==> src/rtl/core/dp2p_pkg.sv <==
`timescale 1ns / 1ps
package dp2p_pkg;

   localparam int DIVIDEND_W  = 64;
   localparam int DIVISOR_W   = 32;
   localparam int RADICAND_W  = 64;
   localparam int ROOT_W      = 32;
   localparam int CSR_INDEX_W = 3;
   localparam int CSR_DATA_W  = 32;

   localparam logic [CSR_INDEX_W-1:0] REG_DEPTH_MIN    = 3'd0;
   localparam logic [CSR_INDEX_W-1:0] REG_DEPTH_MAX    = 3'd1;
   localparam logic [CSR_INDEX_W-1:0] REG_EYE_DISTANCE = 3'd2;
   localparam logic [CSR_INDEX_W-1:0] REG_FRAME_WIDTH  = 3'd3;
   localparam logic [CSR_INDEX_W-1:0] REG_FRAME_HEIGHT = 3'd4;
   localparam logic [CSR_INDEX_W-1:0] REG_Z_SCALE      = 3'd5;

   typedef struct packed {
      logic busy;
      logic done;
   } unit_status_type;

   typedef enum logic [3:0] {
      ST_IDLE,
      ST_VX,
      ST_VX_WAIT,
      ST_VY,
      ST_VY_WAIT,
      ST_SQ_X,
      ST_SQ_Y,
      ST_SQ_D,
      ST_ROOT,
      ST_ROOT_WAIT,
      ST_CMUL,
      ST_CDIV,
      ST_CDIV_WAIT,
      ST_ZMUL,
      ST_ZRND,
      ST_DONE
   } state_type;

   function automatic logic signed [31:0] sat32(input logic signed [49:0] v);
      logic signed [31:0] r;
      if (v > 50'sh0_0000_7FFF_FFFF) begin
         r = 32'sh7FFF_FFFF;
      end else if (v < -50'sh0_0000_8000_0000) begin
         r = 32'sh8000_0000;
      end else begin
         r = v[31:0];
      end
      return r;
   endfunction

endpackage

==> src/rtl/core/dp2p_divider.sv <==
`timescale 1ns / 1ps
module dp2p_divider (
   input  logic                              clock,
   input  logic                              reset,
   input  logic                              start,
   input  logic [dp2p_pkg::DIVIDEND_W-1:0]   dividend,
   input  logic [dp2p_pkg::DIVISOR_W-1:0]    divisor,
   output logic [dp2p_pkg::DIVISOR_W-1:0]    quotient,
   output dp2p_pkg::unit_status_type         status
);
   import dp2p_pkg::*;

   // quotient is known to fit DIVISOR_W bits, so the top half starts as remainder
   localparam int CNT_W = $clog2(DIVISOR_W);

   logic                 busy_ff, busy_in;
   logic                 done_ff, done_in;
   logic [CNT_W-1:0]     count_ff, count_in;
   logic [DIVISOR_W-1:0] rem_ff, rem_in;
   logic [DIVISOR_W-1:0] quo_ff, quo_in;
   logic [DIVISOR_W-1:0] div_ff, div_in;
   logic [DIVISOR_W:0]   trial;
   logic                 fits;

   always_comb begin
      trial    = {rem_ff, quo_ff[DIVISOR_W-1]};
      fits     = trial >= {1'b0, div_ff};
      busy_in  = busy_ff;
      done_in  = 1'b0;
      count_in = count_ff;
      rem_in   = rem_ff;
      quo_in   = quo_ff;
      div_in   = div_ff;
      if (start) begin
         busy_in  = 1'b1;
         count_in = '0;
         rem_in   = dividend[DIVIDEND_W-1 -: DIVISOR_W];
         quo_in   = dividend[DIVISOR_W-1:0];
         div_in   = divisor;
      end else if (busy_ff) begin
         rem_in   = fits ? DIVISOR_W'(trial - {1'b0, div_ff}) : trial[DIVISOR_W-1:0];
         quo_in   = {quo_ff[DIVISOR_W-2:0], fits};
         count_in = count_ff + 1'b1;
         if (count_ff == CNT_W'(DIVISOR_W - 1)) begin
            busy_in = 1'b0;
            done_in = 1'b1;
         end
      end
   end

   always_ff @(posedge clock) begin
      if (reset) begin
         busy_ff <= 1'b0;
         done_ff <= 1'b0;
      end else begin
         busy_ff <= busy_in;
         done_ff <= done_in;
      end
      count_ff <= count_in;
      rem_ff   <= rem_in;
      quo_ff   <= quo_in;
      div_ff   <= div_in;
   end

   assign quotient    = quo_ff;
   assign status.busy = busy_ff;
   assign status.done = done_ff;

endmodule

==> config.mk <==
export PLATFORM = sky130hd
export DESIGN_NAME = dp2p_divider
export DESIGN_NICKNAME = d
export VERILOG_FILES = /design/src/rtl/core/dp2p_pkg.sv /design/src/rtl/core/dp2p_divider.sv
export SDC_FILE = /design/constraint.sdc
export NUM_CORES = 1
export LEC_CHECK = 0
export BUFFER_PORTS_ARGS = -buffer_cell sky130_fd_sc_hd__buf_2
export CAP_MARGIN = 10
export CORE_ASPECT_RATIO = 0.7
export CORE_UTILIZATION = 50
export DETAILED_ROUTE_END_ITERATION = 10
export HOLD_SLACK_MARGIN = 0.05
export PLACE_DENSITY = 0.74
export SKIP_LAST_GASP = 1
export SYNTH_ARGS = -nofsm -noshare
export SYNTH_HDL_FRONTEND = slang
export SYNTH_SLANG_ARGS = --single-unit
==> constraint.sdc <==
create_clock -name clock -period 4.7 [get_ports clock]
set_clock_uncertainty 0.2 [all_clocks]
set_input_delay 0.47 -clock clock [delete_from_list [all_inputs] [get_ports clock]]
set_output_delay 0.47 -clock clock [all_outputs]
set_load 0.02 [all_outputs]
Yosys cells after proc, flatten, opt, wreduce, memory -nomap -nowiden:

Cells that the tools add are included.
W data, S select, Z words.

* bits in registers: 103
* latch bits: 0
* bits in writable memories: 0
* memory bits (read-only): 0
* bits of input ports: 99
* output and inout port bits: 34
* word-level logic and storage cells: 22
* memories: 0

* add/subtract/negate cells: 2
* $mul: 0
* div/mod/pow operators: 0
* $lt $le $gt $ge: 1
* equal/unequal tests: 1
* shift operators: 0
* mux-type cells: 9
* bitwise operators: 1
* reductions and logical operators: 2

Operators by type and width (count)
* $mux W32: 5
* $ge A33 B32 Y1: 1
* $sub A32 B32 Y32: 1
* $add A5 B1 Y5 const B: 1
* $eq A5 B5 Y1 const B: 1
* $mux W1: 4
* $reduce_or A3 Y1: 1
* $reduce_bool A2 Y1: 1
* $not A1 Y1: 1

Logic depth before layout (Yosys ltp):

Gate-level depths: netlist (run 1).

* depth in word-level cells: 4
* depth in mapped cells: 14
* mapped depth without buffers: 13

Least setup slack after synthesis (run 1):

Ideal clock, no wire load.

* path kind: register -> register
* start point: reg quo_ff[31], in the netlist quotient[31]
* end point: reg rem_ff[30], data pin
* library setup time: 274 ps
* arrival: 2945 ps
* required time: 4226 ps
* slack: 1281 ps
* stages on the path, launching flop included: 14
* path buffers: 0
* period minus slack after synthesis: 3419 ps
* path through: edfxtp_1 > inv_1 > ha_1 > inv_1 > fa_1 > a21o_1 > a221oi_1 > or3_1 > a2111oi_4 > a2111oi_1 > o21ai_1 > xor2_1 > nand2_1 > a31oi_1

* cells in the longest elaborated chain, start to end: 4
* elaborated cells on any way between the ends: 5
* those cells by class: add/sub: 1; order compare: 1; mux: 3

Ends and longest elaborated chain
* from (decl): line dp2p_divider.sv:20 `logic [DIVISOR_W-1:0] quo_ff, quo_in;`
* from (signal assigned): line dp2p_divider.sv:61 `quo_ff <= quo_in;`
* $sub A32 B32 Y32 or $ge A33 B32 Y1 (tied branches): line dp2p_divider.sv:41, dp2p_divider.sv:27
* $mux W32 *: line dp2p_divider.sv:41 `rem_in = fits ? DIVISOR_W'(trial - {1'b0, div_ff}) : trial[DIVISOR_W-1:0];`
* $mux W32 *: line dp2p_divider.sv:40 `end else if (busy_ff) begin`
* $mux W32 *: line dp2p_divider.sv:34 `if (start) begin`
* named net rem_in[30]: line dp2p_divider.sv:19 `logic [DIVISOR_W-1:0] rem_ff, rem_in;`
* to (signal assigned): line dp2p_divider.sv:60 `rem_ff <= rem_in;`
* to (decl): line dp2p_divider.sv:19

The timed path passes the listed nets; every way through them passes the cells marked *. The select of a mux whose other input is x is not followed.
A chain may end at the register's enable or synchronous reset.

Worst setup path in the final report (run 1):

* start point: reg rem_ff[18]
* end point: reg rem_ff[0], data pin

* cells in the longest elaborated chain, start to end: 4

Ends and longest elaborated chain
* $ge A33 B32 Y1: line dp2p_divider.sv:27 `fits = trial >= {1'b0, div_ff};`
* $mux W32: line dp2p_divider.sv:41
* $mux W32: line dp2p_divider.sv:40
* $mux W32: line dp2p_divider.sv:34
* named net rem_in[0]: line dp2p_divider.sv:19

The timed path passes the listed nets, and every way through them passes these cells. The select of a mux whose other input is x is not followed.

==> summary.md, run 1 <==
| Metric | Value |
|---|---|
| Status | completed |
| GRT Overall Usage | 22.8% |
| Worst rel slew slack | approximately 40% |
| DR vias/cell | 5.51 |
| Antenna violations before repair | 0 |
| Layout cells sized above 1 | 30.2% |
| Clock network power share | 24.1% |
| Clk_lat worst skew | 0.35 ns |
| Vias in the first global route | 4433 |
| Count of cell types in the netlist | a little over 60 |
| Drt wl/cell | 16.8 um |
| Final hold violation count | 0 |
| Synth Area in Simple Gates | 11.2% |
| Reg power frac | approximately two fifths |
| Vias | 4601 |
| LEAKAGE | between 3 and 4 nW |
| Gpl congestion | 0.886 |
| # DRC | 0 |
| Post-CTS Setup Repair Bufs | 0 |
| Num rows | 33 |
| Die height | ~94 um |
| Die area | 12500 um^2 |
| Count of final max-slew check failures | 0 |
| CP Launch Type | register |
| Pwr Density | approximately 450 nW/um^2 |
| Final wirelength | approximately 14000 um |
| Commonest non-fill, non-tap cell in the layout | buf_2 |
| Crit-path max FO | 16 |
| Post-Layout Cell Count | roughly 840 |
| Hold Slack | 0.0876 ns |
| Arrival @ worst endpoint | 3.73 ns |
| First-pass GRT wire length | between 20000 and 25000 um |
| WP data required | 4.61 ns |
| Root buf cell | clkbuf_16 |
| Tmin final | 3.83 ns |
| H-tree lvl count | 3 |
| Switch share | around a third |
| RSZ-0062 raised after global routing | no |
| Core area | roughly 12000 um^2 |
| Area growth syn-to-layout | 18.5% |
| Main combinational cell family by area after synthesis | compound AO/OA/AOI/OAI gates |
| Crit path capture type | register |
| Synth Area in Adders | 7.40% |
| Hold-fix buffers at CTS | 0 |
| Most frequent cells in the layout | 131 x buf_2, 96 x edfxtp_1, 59 x nand2_1, 45 x inv_1, 42 x nor2_1 |
| Die X | 133 um |
| Clock buffer depth | 2 |
| Max-cap viol count | 0 |
| Total clock sinks | around 100 |
| Async SR Flop Fraction | 0% |
| Logic pwr share | 37.7% |
| Fmax | 0.261 GHz |
| Tot Pwr | 3.24 mW |
| Fin util | between 60 and 70% |
| Ant diodes | 0 |
| Mux cell area share after synthesis | approximately 7.3% |
| Post-synthesis cell count | 549 |
| Maximum vdd drop | between 0.00015 and 0.0002 V |
| Largest net degree at the start of global routing | 59 |
| Dpl cells | 818 |
| Cell Int Power | 2.12 mW |
| Initial DRC count | approximately 440 |
| Syn_area_per_cell | 11.0 um^2 |
| Mapped Area | 6020 um^2 |
| Sw power | 1.12 mW |
| Post-synth top flop | edfxtp_1 |
| Ports | 133 |
| Compound-cell area share of the yosys netlist | 15.3% |
| Post-synthesis xor/xnor area fraction | 3.78% |
| Initial Util | just over 50% |
| Final net count | 807 |
| Final period utilization | 81.4% |
| Hold Crit Class | input port to register |
| Number of flops mapped to enable cells by yosys | 96 |
| Yosys warns | 0 |
| Synth Net Count | 683 |
| Cts repair resizes | 0 |
| TNS Setup | 0 ns |
| Slew @ Worst Pin | 0.906 ns |
| CTS tree | done |
| Clk slew on worst S/H paths | 0.07 ns |
| Setup CP Type | register to register |
| Inserted Clock Buffers | 9 |
| Post-synthesis sequential area ratio | between 50% and 60% |
| Yosys reg bits | 103 |
| Post-DP HPWL | slightly below 10000 um |
| Antenna Violating Nets Remaining | 0 |
| Setup-failing EPs final | 0 |
| First-pass DRT Iterations | 5 |
| GRT overflow | 0 |
| Port Buffers | between 100 and 150 |
## worst paths after layout
path / slack, ns / cells after the start / endpoint / start
max: 0.87 / 9 / rem_ff[0] / rem_ff[18]
min: 0.09 / 1 / div_ff[16] / divisor[16]
max reg2reg: 0.87 / 9 / rem_ff[0] / rem_ff[18]
min reg2reg: 0.32 / 2 / count_ff[3] / count_ff[3]
## power groups by stage
| stage | Combinational (mW) | Sequential, mW | Clock [mW] |
|---|---|---|---|
| 3_5_place_dp | 1.19 | 1.25 | 0 |
| 2_1_floorplan | 0.879 | 1.27 | 0 |
| 3_3_place_gp | 1.16 | 1.25 | 0 |
| 4_1_cts | 1.20 | 1.24 | 0.786 |
| 5_1_grt | 1.34 | 1.25 | 0.819 |
| 6_report | 1.22 | 1.24 | 0.780 |
## synthesized netlist by cell type, drive strengths merged (2+ instances only)
cell type	count	share of area [%]
a2111o	2	0.37
a2111oi	3	1.1
a211o	3	0.44
a211oi	2	0.25
a21o	14	1.7
a21oi	35	3.0
a221oi	2	0.58
a2bb2oi	3	0.44
a31o	2	0.29
a31oi	25	2.7
and2	2	0.21
and3	3	0.31
and4	3	0.44
buf	8	0.85
clkbuf	17	1.1
dfxtp	7	2.3
edfxtp	96	48
ha	34	7.1
inv	45	2.8
mux2	33	6.2
mux2i	7	1.2
nand2	59	3.7
nand3	8	0.67
nand4	4	0.42
nor2	43	2.7
nor3	6	0.50
nor3b	2	0.33
nor4	3	0.42
nor4b	3	0.54
o211ai	2	0.25
o21a	3	0.37
o21ai	21	1.8
o21bai	3	0.37
o221ai	2	0.29
o2bb2ai	2	0.29
or2	3	0.31
or3	2	0.21
xnor2	18	2.6
xor2	8	1.2
## metrics by stage
stage / area (um^2) / worst slack [ns]
after global placement: 6810 / 0.796
after global routing: 7130 / 0.653
after CTS: 7120 / 0.615
final: 7130 / 0.874
after floorplan: 6020 / 1.28
after detailed placement: 6810 / 0.624
## registers in the layout, summed over array words and instances, names as in the netlist
name,count
div_ff,32
quotient,32
rem_ff,32
count_ff,5
busy_ff,1
done_ff,1
## layer usage
metal  routed length, um  part of all wire [%]  up-vias  global-route usage (%)
met2                6370                    46      158                    37.3
met4                 159                   1.1        0                    5.78
met5                   0                     0        -                       0
met1                6680                    48     2167                    31.1
li1                    -                     -     2259                       -
met3                 791                   5.7       17                    4.48
## cell type report
cell class              count  area, um^2
fillers                   962        4590
inverters                  45         169
clock buffers              13         292
flip-flops and latches    103        3020
multi-input cells         376        2720
well taps                 157         196
repair buffers            138         716
clock inverters             3        22.5
## critical path, cell delays in order, from the launching register on
cell and delay [ns]:
edfxtp_1 0.41, ha_1 0.42, nand3_1 0.15, or4b_2 0.68
nor4_1 0.25, o31a_1 0.30, or2_1 0.60, buf_8 0.25
a21oi_1 0.08, mux2_2 0.26
## kinds of logic (layout without fill, tap and decap cells)
logic type	count (synthesis)	count (layout)
flip-flops	103	103
adder cells (fa/ha/maj)	35	35
multiplexers	40	40
AND/OR/NAND/NOR	145	145
AO/OA/AOI/OAI	130	130
buffers and inverters	70	199
XOR/XNOR	26	26
Power figures use the tool's default switching activity.
==> inputs of run 2 (changes only) <==
clock period = 3.9 ns   (was 4.7 ns; I/O delays follow)
==> run 2 against run 1 <==
Effect of this change: worst hold slack improved by 0.047 ns; combinational power rose by 25%; sequential power rose by 20%; non-clock buffer count rose by 36; via count rose by 3.0%; highest routed layer unchanged; largest cell class unchanged; sequential cell count did not move; critical endpoint is now rem_ff[25]; largest power group is now combinational cells; register-to-register slack got worse by 0.59 ns; fmax rose by 5.8%; clock-buffer cell count fell by 3.
==> summary.md, run 2 (synthesis gave the netlist of run 1 again) <==
| Metric | Value |
|---|---|
| Fmax | 0.276 GHz |
| WP data required | 3.77 ns |
| Most frequent cells in the layout | 131 x buf_2, 96 x edfxtp_1, 59 x nand2_1, 45 x inv_1, 42 x nor2_1 |
| CP Launch Type | register |
| Total clock sinks | about 100 |
| Antenna Violating Nets Remaining | 0 |
| Final net count | 843 |
| Count of final max-slew check failures | 0 |
| Tot Pwr | 3.86 mW |
| Clk_lat worst skew | ~0.35 ns |
| Clk slew on worst S/H paths | 0.07 ns |
| Pwr Density | around 520 nW/um^2 |
| Post-CTS Setup Repair Bufs | 0 |
| Initial Util | between 50% and 60% |
| WP depth | 11 |
| Core area | 11700 um^2 |
| Ports | 133 |
| Filler Cells Inserted | 953 |
| Fin util | between 60% and 70% |
| Hold Crit Depth | 3 |
| Antenna violations before repair | 0 |
| Status | completed |
| Root buf cell | clkbuf_16 |
| Vias in the first global route | 4547 |
| Post-DP HPWL | 9940 um |
| Setup-failing EPs final | 0 |
| Crit-path max FO | 21 |
| Setup CP Type | register to register |
| R2R depth | 11 |
| Area growth syn-to-layout | 23.9% |
| First-pass DRT Iterations | 5 |
| Final hold violation count | 0 |
| Inserted Clock Buffers | 9 |
| Hold Slack | 0.135 ns |
| Post-Layout Cell Count | 871 |
| Clock buffer depth | 2 |
| Ant diodes | 0 |
| Critical path's top delay family | compound AO/OA/AOI/OAI gates |
| DR vias/cell | 5.44 |
| Final wirelength | 14000 um |
| Gpl congestion | about 0.90 |
| H-tree lvl count | 3 |
| LEAKAGE | between 3 and 4 nW |
| Die area | 12500 um^2 |
| RSZ-0062 raised after global routing | no |
| Arrival @ worst endpoint | ~3.5 ns |
| Port Buffers | 132 |
| Largest net degree at the start of global routing | 55 |
| Vias | about 4.7k |
| Hold Crit Class | input port to register |
| GRT Overall Usage | 22.9% |
| Slew @ Worst Pin | 0.784 ns |
| TNS Setup | 0 ns |
| Max-cap viol count | 0 |
| Tmin final | 3.62 ns |
| Maximum vdd drop | roughly 0.00023 V |
| Cells along the critical path | ha_1, a21o_1, a21o_1, a21oi_1, a2bb2oi_1, o21ai_2, o31a_1, or2_1, buf_4, a311oi_1, a21oi_1 |
| Final worst setup slack | 0.283 ns |
| Worst rel slew slack | 47.8% |
| Num rows | 33 |
| Commonest non-fill, non-tap cell in the layout | buf_2 |
| # DRC | 0 |
| Crit path capture type | register |
| Initial DRC count | ~370 |
| Final period utilization | between 90 and 100% |
| Drt wl/cell | 16.0 um |
| Final instance area | between 7000 and 8000 um^2 |
| Die height | 93.8 um |
| Cell with the largest stage delay on the worst path | edfxtp_1 |
| Die X | 133 um |
| GRT overflow | 0 |
| Place WS | 0.290 ns |
| First-pass GRT wire length | 22300 um |
| CTS tree | done |
| Dpl cells | 822 |
| Post-placement cell area | 6850 um^2 |
| Buf/Inv on CP | 1 |
| CP max stage delay | 0.42 ns |
| Layout cells sized above 1 | between 20% and 30% |
==> run 2: path summary, 6_finish.rpt <==
| check | startpoint | to | slack, ns |
|---|---|---|---|
| setup / recovery | rem_ff[13] | rem_ff[25] | 0.28 |
| hold reg to reg | count_ff[4] | count_ff[4] | 0.31 |
| hold / removal | dividend[50] | rem_ff[18] | 0.14 |
| setup reg to reg | rem_ff[13] | rem_ff[25] | 0.28 |
==> run 2: area by class of cell <==
class	instances	area (um^2)	area share [%]
Multi-Input combinational cell	376	2730	36.6
Tap cell	157	196	2.63
Clock inverter	6	43.8	0.587
Clock buffer	10	229	3.07
Timing Repair Buffer	174	1070	14.4
Inverter	45	169	2.26
Sequential cell	103	3020	40.5
==> run 2: metal layers <==
layer | global-route usage (%) | wire (um)
met1 | 33.3 | 6810
met2 | 35.3 | 6190
met3 | 3.72 | 786
met4 | 6.53 | 165
met5 | 0 | 0
==> run 2: where the power goes <==
part           internal (mW)  switching [mW]  total, mW
registers               1.41          0.0811       1.49
logic                  0.651           0.871       1.52
clock network          0.438           0.412      0.850
==> run 2: worst min-delay path, stage by stage <==
cell and delay [ns]:
buf_2 0.08, nand2_1 0.05, o21ai_0 0.06
==> run 2: timing repair <==
| item | CTS | global route |
|---|---|---|
| endpoints found under the setup margin | 0 | 2 |
| endpoints found under the hold margin | 34 | 0 |
| hold buffers | 33 | 0 |
| gates resized for setup | 0 | 2 |
==> inputs of run 3 (changes only) <==
CORE_UTILIZATION = 55   (was 50)
PLACE_DENSITY = 0.81   (was 0.74)
==> run 3 against run 2 <==
Effect of this change: sequential cell count unchanged; die area down 8.9%; global-route usage up 3.5 points; clock-buffer cell count up 3; core utilization up 7.3 points; sequential power about the same; clock power up 5.2%; final cell count down 1.0%; sequential share of layout area about the same; largest power group unchanged; highest routed layer unchanged.
==> summary.md, run 3 (synthesis gave the netlist of run 1 again) <==
| Metric | Value |
|---|---|
| Tmin final | between 3 and 4 ns |
| Status | completed |
| Drt wl/cell | 16.8 um |
| Ant diodes | 0 |
| Count of final max-slew check failures | 0 |
| CTS tree | done |
| Die X | 127 um |
| Commonest non-fill, non-tap cell in the layout | buf_2 |
| Inserted Clock Buffers | 9 |
| # DRC | 0 |
| Total clock sinks | 103 |
| Initial DRC count | roughly 380 |
| Sw power | 1.37 mW |
| Worst min-delay path endpoint | rem_ff[18] |
| First-pass GRT wire length | 23000 um |
| Cell Int Power | 2.55 mW |
| WP data required | 3.80 ns |
| Final hold violation count | 0 |
| Final period utilization | between 90% and 100% |
| Initial Util | 57.3% |
| Port Buffers | roughly 130 |
| Antenna violations before repair | 0 |
| Clk slew on worst S/H paths | 0.07 ns |
| R2R depth | 10 |
| Switch share | between 30% and 40% |
| Final worst setup slack | ~0.28 ns |
| DR vias/cell | between 5 and 6 |
| Layout cells sized above 1 | 29.0% |
| CP Launch Type | register |
| Final net count | ~840 |
| RR Startpoint | rem_ff[8] |
| Arrival @ worst endpoint | 3.52 ns |
| Largest net degree at the start of global routing | 50 |
| Worst rel slew slack | 47.8% |
| Reg-to-reg endpoint | rem_ff[28] |
| Die height | 89.5 um |
| Num rows | 31 |
| Place WS | 0.265 ns |
| FF-to-FF setup slack | 0.28 ns |
| Fmax | between 0.2 and 0.3 GHz |
| Reg power frac | 38.1% |
| H-tree lvl count | 3 |
| Post-DP HPWL | 10100 um |
| Slew @ Worst Pin | 0.783 ns |
| Hold Crit Start | dividend[50] |
| Clk_lat worst skew | 0.35 ns |
| Core area | 10500 um^2 |
| Pwr Density | ~530 nW/um^2 |
| TNS Setup | 0 ns |
| GRT Overall Usage | 26.5% |
| Crit-path max FO | 7 |
| LEAKAGE | approximately 3.2 nW |
| Clock buffer depth | 2 |
| Hold Crit Depth | 3 |
| Most frequent cells in the layout | 131 x buf_2, 96 x edfxtp_1, 59 x nand2_1, 45 x inv_1, 42 x nor2_1 |
| Area growth syn-to-layout | 23.8% |
| RSZ-0062 raised after global routing | no |
| Setup-failing EPs final | 0 |
| Max-cap viol count | 0 |
| Setup CP Type | register to register |
| Ports | 133 |
| Root buf cell | clkbuf_16 |
| Final wirelength | around 14000 um |
| Die area | 11400 um^2 |
| Antenna Violating Nets Remaining | 0 |
| Logic pwr share | 39.0% |
| Vias | 4842 |
| Vias in the first global route | 4728 |
| GRT overflow | 0 |
| First-pass DRT Iterations | 5 |
| Clock network power share | 22.8% |
| Gpl congestion | just over 0.9 |
| Hold Crit Class | input port to register |
| Maximum vdd drop | approximately 0.00026 V |
| Crit path capture type | register |
run 3: per-stage QoR:
step / utilization [%] / power, mW / hold slack (ns) / instances / area [um^2]
2_1_floorplan: - / 2.60 / 0.262 / 549 / 6020
3_3_place_gp: 64.8 / 2.89 / 0.281 / 812 / 6820
3_5_place_dp: 64.8 / 2.96 / 0.296 / 812 / 6820
4_1_cts: 70.8 / 3.90 / 0.103 / 861 / 7440
5_1_grt: 70.9 / 4.13 / 0.124 / 862 / 7450
6_report: 70.9 / 3.92 / 0.113 / 862 / 7450
run 3: power by group through the flow:
stage | Sequential, mW | Clock (mW) | Combinational [mW]
after floorplan | 1.54 | 0 | 1.06
after global placement | 1.51 | 0 | 1.39
after detailed placement | 1.51 | 0 | 1.45
after CTS | 1.49 | 0.918 | 1.49
after global routing | 1.51 | 0.949 | 1.67
final | 1.49 | 0.894 | 1.53
run 3: worst max-delay path by stage:
stage / startpoint / endpoint / depth (start not counted) / slack (ns)
floorplan: quotient[31] / rem_ff[30] / 13 / 0.48
global placement: quotient[31] / rem_ff[30] / 13 / 0.44
detailed placement: quotient[31] / rem_ff[28] / 13 / 0.27
CTS: quotient[31] / rem_ff[28] / 13 / 0.20
global route: rem_ff[0] / rem_ff[25] / 11 / 0.03
finish: rem_ff[8] / rem_ff[28] / 10 / 0.28
run 3: layout make-up:
cell class | count | area [um^2]
clock buffers | 13 | 272
clock inverters | 3 | 22.5
fillers | 769 | 3060
inverters | 45 | 169
multi-input cells | 376 | 2720
flip-flops and latches | 103 | 3020
well taps | 148 | 185
repair buffers | 174 | 1060
run 3: routing by layer:
metal | global-route usage [%] | wire (um) | share of wire [%]
met4 | 7.79 | 106 | 0.73
met5 | 0 | 0 | 0
met2 | 44.6 | 6800 | 47
met3 | 5.92 | 859 | 5.9
met1 | 34.7 | 6710 | 46
run 3: critical path, stage by stage (launching register included):
cell and delay (ns):
edfxtp_1 0.40, ha_1 0.44, and4_1 0.25, nand2_1 0.10, or3_1 0.48, a2111oi_4 0.35, nor3_1 0.15, o41ai_2 0.41
a31oi_1 0.21, nor4b_2 0.29, nor3b_2 0.08
run 3: repair_timing:
action | 4_1_cts | 5_1_grt
gates resized for setup | 0 | 1
setup buffers | 0 | 1
endpoints found under the setup margin | 0 | 4
hold endpoints to repair | 34 | 0
hold buffers | 33 | 0
